**src/design/range_coalescing_table_insert_macros.svh**
```systemverilog
// Assertion macros used by the range coalescing table sequencer.
`ifndef RANGE_COALESCING_TABLE_INSERT_MACROS_SVH
`define RANGE_COALESCING_TABLE_INSERT_MACROS_SVH
`ifndef SYNTHESIS
// Clocked property, disabled while reset is asserted.
`define RCTI_ASSERT(lbl, prop, msg) \
	lbl: assert property (@(posedge clk) disable iff (!arst_n) (prop)) else $error(msg);
// Condition that must never be seen outside reset.
`define RCTI_NEVER(lbl, cond, msg) \
	lbl: assert property (@(posedge clk) disable iff (!arst_n) !(cond)) else $error(msg);
`else
`define RCTI_ASSERT(lbl, prop, msg)
`define RCTI_NEVER(lbl, cond, msg)
`endif
`endif

```
**src/design/rcti_pkg.sv**
```systemverilog
// Shared types and constants of the range coalescing table.
package rcti_pkg;

	localparam int TABLE_DEPTH = 64;
	localparam int ID_BITS     = 16;
	localparam int OFFSET_BITS = 24;
	localparam int IDX_W       = 7;
	localparam int RIDX_W      = 6;

	typedef logic [ID_BITS-1:0]     id_t;
	typedef logic [OFFSET_BITS-1:0] off_t;
	typedef logic [IDX_W-1:0]       idx_t;
	typedef logic [RIDX_W-1:0]      ridx_t;

	// Command codes
	localparam logic CMD_ADD  = 1'b0;
	localparam logic CMD_READ = 1'b1;

	typedef struct packed {
		logic  command;
		idx_t  scan_from;
		id_t   handler_id;
		id_t   type_id;
		off_t  range_start;
		off_t  range_end;
		ridx_t read_index;
	} req_t;

	typedef struct packed {
		idx_t result_index;
		logic was_merged;
		logic table_full;
		id_t  entry_handler;
		id_t  entry_type;
		off_t entry_start;
		off_t entry_end;
		idx_t entry_total;
	} rsp_t;

	// One stored table entry
	typedef struct packed {
		id_t  hdl;
		id_t  typ;
		off_t start_off;
		off_t end_off;
	} entry_t;

endpackage

```
**src/design/rcti_ctrl.sv**
```systemverilog
// Sequencer: scans, appends or reads table entries and keeps the entry count.
`include "range_coalescing_table_insert_macros.svh"

module rcti_ctrl #(
	parameter int TABLE_DEPTH = rcti_pkg::TABLE_DEPTH
) (
	input  logic                            clk,
	input  logic                            arst_n,
	input  logic                            req_valid,
	input  rcti_pkg::req_t                  req,
	output logic                            req_stall,
	output logic                            rd_en,
	output logic [$clog2(TABLE_DEPTH)-1:0]  rd_addr,
	input  rcti_pkg::entry_t                rd_data,
	output logic                            wr_en,
	output logic [$clog2(TABLE_DEPTH)-1:0]  wr_addr,
	output rcti_pkg::entry_t                wr_data,
	output logic                            res_valid,
	output rcti_pkg::rsp_t                  res,
	input  logic                            res_ready
);

	localparam int AW   = $clog2(TABLE_DEPTH);
	localparam int IW   = $clog2(TABLE_DEPTH + 1);
	localparam int CmpW = (IW > rcti_pkg::IDX_W) ? IW : rcti_pkg::IDX_W;

	typedef enum logic [3:0] {
		S_IDLE   = 4'b0001,
		S_SCAN   = 4'b0010,
		S_RDWAIT = 4'b0100,
		S_FIN    = 4'b1000
	} state_t;

	state_t            state_q;
	rcti_pkg::req_t    item_q;
	logic [IW-1:0]     cnt_q;
	logic [IW-1:0]     rd_idx_q;
	logic [IW-1:0]     idx_s1;
	logic              pend_s1;
	logic              rd_ok_q;
	rcti_pkg::rsp_t    res_q;
	logic              wr_q;
	logic              inc_q;
	logic [AW-1:0]     wr_addr_q;
	rcti_pkg::entry_t  wr_data_q;

	logic              accept;
	logic              scan_in;
	logic              read_in;
	logic              hit;
	logic              more;
	logic              issue;
	logic              full;
	logic              fin_go;
	rcti_pkg::rsp_t    res_nxt;

	// Decode the incoming item against the current count
	always_comb begin
		accept  = req_valid && (state_q == S_IDLE);
		scan_in = CmpW'(req.scan_from) < CmpW'(cnt_q);
		read_in = CmpW'(req.read_index) < CmpW'(cnt_q);
		full    = (cnt_q == IW'(TABLE_DEPTH));
		fin_go  = (state_q == S_FIN) && res_ready;
	end

	// Compare the entry read last cycle; issue the next read while no match
	always_comb begin
		hit = pend_s1 && (rd_data.hdl == item_q.handler_id) &&
			(rd_data.typ == item_q.type_id) && (rd_data.end_off == item_q.range_start);
		more  = rd_idx_q < cnt_q;
		issue = (state_q == S_SCAN) && !hit && more;
	end

	// Memory port drive; reads and writes never share a state, so no forwarding
	always_comb begin
		rd_en   = (accept && (req.command == rcti_pkg::CMD_READ) && read_in) || issue;
		rd_addr = accept ? AW'(req.read_index) : rd_idx_q[AW-1:0];
		wr_en   = fin_go && wr_q;
		wr_addr = wr_addr_q;
		wr_data = wr_data_q;
	end

	assign req_stall = (state_q != S_IDLE);
	assign res_valid = (state_q == S_FIN);

	// Attach the count after this item to the result
	always_comb begin
		res = res_q;
		res.entry_total = rcti_pkg::idx_t'(cnt_q + IW'(inc_q));
	end

	// Build the result of a finished read or scan; zero the entry past the count
	always_comb begin
		res_nxt = '0;
		if (state_q == S_RDWAIT) begin
			if (rd_ok_q) begin
				res_nxt.entry_handler = rd_data.hdl;
				res_nxt.entry_type    = rd_data.typ;
				res_nxt.entry_start   = rd_data.start_off;
				res_nxt.entry_end     = rd_data.end_off;
			end
		end else if (hit) begin
			res_nxt.result_index = rcti_pkg::idx_t'(idx_s1);
			res_nxt.was_merged   = 1'b1;
		end else begin
			res_nxt.result_index = rcti_pkg::idx_t'(cnt_q);
			res_nxt.table_full   = full;
		end
	end

	// Advance the sequencer and the count
	always_ff @(posedge clk or negedge arst_n) begin
		if (!arst_n) begin
			state_q <= S_IDLE;
			cnt_q   <= '0;
			pend_s1 <= 1'b0;
		end else begin
			unique case (state_q)
				S_IDLE: begin
					pend_s1 <= 1'b0;
					if (req_valid) begin
						state_q <= (req.command == rcti_pkg::CMD_READ) ? S_RDWAIT : S_SCAN;
					end
				end
				S_SCAN: begin
					pend_s1 <= issue;
					if (hit || !more) begin
						state_q <= S_FIN;
					end
				end
				S_RDWAIT: begin
					state_q <= S_FIN;
				end
				S_FIN: begin
					if (res_ready) begin
						state_q <= S_IDLE;
						if (inc_q) begin
							cnt_q <= cnt_q + 1'b1;
						end
					end
				end
				default: begin
					state_q <= S_IDLE;
				end
			endcase
		end
	end

	// Capture the item, walk the scan index and hold the result
	always_ff @(posedge clk) begin
		if (accept) begin
			item_q   <= req;
			rd_idx_q <= scan_in ? IW'(req.scan_from) : cnt_q;
			rd_ok_q  <= read_in;
		end
		if (issue) begin
			rd_idx_q <= rd_idx_q + 1'b1;
			idx_s1   <= rd_idx_q;
		end
		if ((state_q == S_SCAN) && (hit || !more)) begin
			res_q <= res_nxt;
			if (hit) begin
				// Extend the matching entry
				wr_q               <= 1'b1;
				inc_q              <= 1'b0;
				wr_addr_q          <= idx_s1[AW-1:0];
				wr_data_q          <= '{hdl: rd_data.hdl, typ: rd_data.typ,
					start_off: rd_data.start_off, end_off: item_q.range_end};
			end else begin
				wr_q               <= !full;
				inc_q              <= !full;
				wr_addr_q          <= cnt_q[AW-1:0];
				wr_data_q          <= '{hdl: item_q.handler_id, typ: item_q.type_id,
					start_off: item_q.range_start, end_off: item_q.range_end};
			end
		end
		if (state_q == S_RDWAIT) begin
			// Return the entry read at the transfer
			res_q <= res_nxt;
			wr_q  <= 1'b0;
			inc_q <= 1'b0;
		end
	end

	`RCTI_NEVER(a_cnt_bound, cnt_q > IW'(TABLE_DEPTH), "entry count above table depth")
	`RCTI_ASSERT(a_wr_in_fin, wr_en |-> (state_q == S_FIN), "table written outside finish")
	`RCTI_ASSERT(a_merge_idx, (res_valid && res_q.was_merged) |-> (!inc_q && (CmpW'(res_q.result_index) < CmpW'(cnt_q))), "merge index beyond count")
	`RCTI_ASSERT(a_cnt_step, (fin_go && inc_q) |=> (cnt_q == $past(cnt_q) + 1'b1), "count did not advance on append")
	`RCTI_ASSERT(a_busy_after_accept, accept |=> (state_q != S_IDLE), "item accepted without work")

endmodule

```
**config.mk**
```make
export PLATFORM = sky130hd
export DESIGN_NAME = rcti_ctrl
export DESIGN_NICKNAME = d
export VERILOG_FILES = /design/src/design/rcti_pkg.sv /design/src/design/rcti_ctrl.sv
export VERILOG_INCLUDE_DIRS = /design/src /design/src/design
export SDC_FILE = /design/constraint.sdc
export NUM_CORES = 1
export LEC_CHECK = 0
export BUFFER_PORTS_ARGS = -buffer_cell sky130_fd_sc_hd__buf_2
export CAP_MARGIN = 15
export CORE_AREA = 5 5 167 169
export CTS_BUF_LIST = sky130_fd_sc_hd__clkbuf_16
export DETAILED_ROUTE_END_ITERATION = 12
export DIE_AREA = 0 0 172 174
export GPL_TIMING_DRIVEN = 0
export PLACE_DENSITY = 0.71
export SETUP_SLACK_MARGIN = 0.3
export SYNTH_ARGS = -nofsm -noshare
export SYNTH_HDL_FRONTEND = slang
export SYNTH_SLANG_ARGS = --single-unit
export TNS_END_PERCENT = 20
```
**constraint.sdc**
```tcl
create_clock -name clk -period 5.2 [get_ports clk]
set_input_delay 0.78 -clock clk [delete_from_list [all_inputs] [get_ports clk]]
set_output_delay 0.78 -clock clk [all_outputs]
set_load 0.02 [all_outputs]
```
==> key figures <==
Critical path
  – Crit path max-delay family: buffers and inverters
  – Slowest Stage Delay on Critical Path: between 0.5 and 0.6 ns
  – Critical path class: register to output pin
  – CP endpoint kind: output pin
  – Crit path launch type: register
  – Buffer and inverter count on the worst path: 4
  – CP max FO: 16
  – CP max-delay cell: nor3_1
  – CP most frequent cell: o21ai_0
  – Critical path, cell by cell: clkbuf_1 > inv_1 > ha_1 > a21oi_1 > o21ai_0 > a31oi_1 > o21ai_0 > nor3_1 > buf_6 > a21o_1 > buf_2
  – Critical Path RT: between 4 and 5 ns
  – CP arrival: 3.56 ns

Clocking
  – Hold-fix buffers, CTS: 0
  – Clock tree from TritonCTS: built
  – Postcts setup bufs: 0
  – Max clock buf depth: 3
  – Clock transition at the registers of the reported paths: roughly 0.06 ns
  – TritonCTS Sinks: ~280
  – # resized after CTS: 0
  – Root Driver: clkbuf_16
  – Cts bufs inserted: 31
  – H-tree depth: 1
  – Clock Latency Late Sink: ~0.56 ns

Floorplan
  – Die area: about 0.03 mm²
  – Area of the core: ~0.026 mm²
  – Io pins: 370
  – Initial core utilization: 0.439
  – Row cnt: 60
  – Die width: between 150 and 200 µm
  – Die Span Y: 174 µm

Drt
  – DR vias/cell: around 5.1
  – DRT Wirelength: between 30000 and 40000 µm
  – DRT Pass-1 Iters: 6
  – Routed Antenna Nets: 0
  – DRC Markers: 0
  – Initial DRC count: roughly 480
  – Wire per inst: 22.6 µm
  – Vias: ~7800

Power
  – Worst IR Drop VDD: 311 µV
  – P_leak: roughly 0.006 µW
  – Power per standard cell area: around 440 mW/mm²

Yosys
  – Syn. warnings: 0
  – Sequential share of the synthesized area: 0.729
  – Cell variety after synth: 55
  – Ys async rst share: 0.0423
  – Mapped Area: approximately 0.012 mm²
  – Post-synthesis mux area share: 0.0413
  – Combinational family with the most area after synthesis: simple AND/OR/NAND/NOR gates
  – Mapped Cells: between 700 and 800
  – Net Count, Synth: roughly 950
  – Synth Area in XOR/XNOR: 0.0499
  – Adder-cell share of the synthesized area: 0.0237
  – Simple-Gate Fraction of Synth Area: 0.108
  – Post-synth EDFFs: 270
  – Seq cells post-synth: approximately 280
  – Avg Cell Area, Syn: between 15 and 20 µm²
  – Complex-gate fraction of the synthesized area: 0.0192
  – Top FF cell, synth: edfxtp_1

Global route
  – Initial antenna violation count: 9
  – GR Util All Layers: 0.222
  – Number of global-route vias before repair: 8069
  – Largest net degree at the start of global routing: 89
  – GRT overflow: 0
  – First-pass GRT wire length: slightly below 50000 µm

STA
  – RSZ-0062 raised after global routing: no
  – Tcrit/Tclk final: 0.834
  – Slew Viols, Final: 0
  – Min cycle time layout: roughly 4.3 ns
  – Final hold vios: 0
  – Slew Limit Headroom: 0.391
  – Final setup viols: 0
  – Setup TNS: 0 ns
  – Slew @ Worst Pin: between 0.9 and 1 ns
  – Clock skew: between 0.015 and 0.02 ns
  – Fmax: between 0.2 and 0.25 GHz

Placed design
  – Gpl congestion: approximately 0.85
  – I/O Buffers: between 300 and 400
  – Dpl hpwl: 25700 µm

Job
  – Max Cap Violations: 0

Min path
  – Hold WC Path Type: input port to asynchronous set/reset pin

Cells and area
  – Area grow syn2layout: 28.5%
  – Commonest cells after routing, fill and taps aside: buf_2 (370), edfxtp_1 (270), and3_1 (84), clkbuf_1 (54), nand2_1 (39)
  – Share of cells above drive strength 1: 0.387
  – Number of nets in the layout: approximately 1300
  – Core Util, Final: 0.564
  – Most common cell after layout, fill and taps aside: buf_2
  – Fillers: 2227

Status
  – Status: complete, no violations
routing by layer:
layer | GRT usage | routed length [µm]
met2 | 0.389 | 17300
met5 | 0 | 66
met4 | 0.0635 | 972
met1 | 0.271 | 12700
met3 | 0.0550 | 3210
flip-flops by register name, summed over array words and instances, names as in the netlist:
| signal | cells |
|---|---|
| inc_q | 1 |
| rd_idx_q | 7 |
| wr_q | 1 |
| res | 89 |
| wr_data | 80 |
| rd_ok_q | 1 |
| state_q | 4 |
| pend_s1 | 1 |
| cnt_q | 7 |
| wr_addr | 6 |
| item_q | 80 |
| idx_s1 | 7 |
per-stage QoR:
stage          cell area, µm²  power, µW  hold WS [ns]  instances  worst slack [ns]
2_1_floorplan           11600       4010         0.400        745             0.470
3_3_place_gp            13900       4600         0.401       1455             -1.30
3_5_place_dp            13900       4610         0.407       1457             0.819
4_1_cts                 14900       6680        0.0876       1514             0.782
5_1_grt                 14900       6930        0.0999       1518             0.605
6_report                14900       6610         0.111       1519             0.864
synth_stat cells (all sizes together) (7+ instances only):
library cell	number	area, µm²
buf	7	78.8
edfxtp	270	8110
mux2i	13	130
nor3	9	45.0
nand2b	13	81.3
nand2	40	150
nor2	17	63.8
xor2	32	280
nand4	12	75.1
inv	15	56.3
nand3	11	55.1
o21ai	7	38.8
xnor2	34	298
dfrtp	11	275
nor4	7	50.1
and3	84	526
clkbuf	54	203
ha	22	275
and2	7	43.8
mux2	31	349
final timing paths:
check / to / slack [ns] / depth (start not counted) / from
max: rd_en / 0.86 / 11 / cnt_q[2]
min: state_q[2] / 0.11 / 1 / arst_n
max reg2reg: res[42] / 1.39 / 10 / item_q[37]
min reg2reg: wr_data[16] / 0.41 / 0 / item_q[22]
max in group asynchronous: state_q[0] / 4.80 / 1 / arst_n
min in group clk: item_q[17] / 0.39 / 1 / req[17]
layout make-up:
type | instances | area, µm² | area share
Multi-Input combinational cell | 384 | 2810 | 0.189
Sequential cell | 284 | 8450 | 0.567
Clock buffer | 31 | 776 | 0.0521
Buffer | 61 | 282 | 0.0189
Clock inverter | 26 | 176 | 0.0118
Antenna cell | 5 | 12.5 | 0.000840
Timing Repair Buffer | 371 | 1900 | 0.128
Tap cell | 341 | 427 | 0.0286
Inverter | 16 | 67.6 | 0.00453
where the power goes:
part | switching [µW] | internal, µW | total [µW]
Clock | 894 | 1180 | 2070
Sequential | 170 | 2960 | 3130
Combinational | 941 | 463 | 1400
logic make-up after synthesis:
| kind of cell | Yosys count |
|---|---|
| flip-flops | 284 |
| AND/OR/NAND/NOR | 220 |
| buffers and inverters | 77 |
| XOR/XNOR | 66 |
| multiplexers | 44 |
| AO/OA/AOI/OAI | 32 |
| adder cells (fa/ha/maj) | 22 |
(Power assumes the default switching activity.)
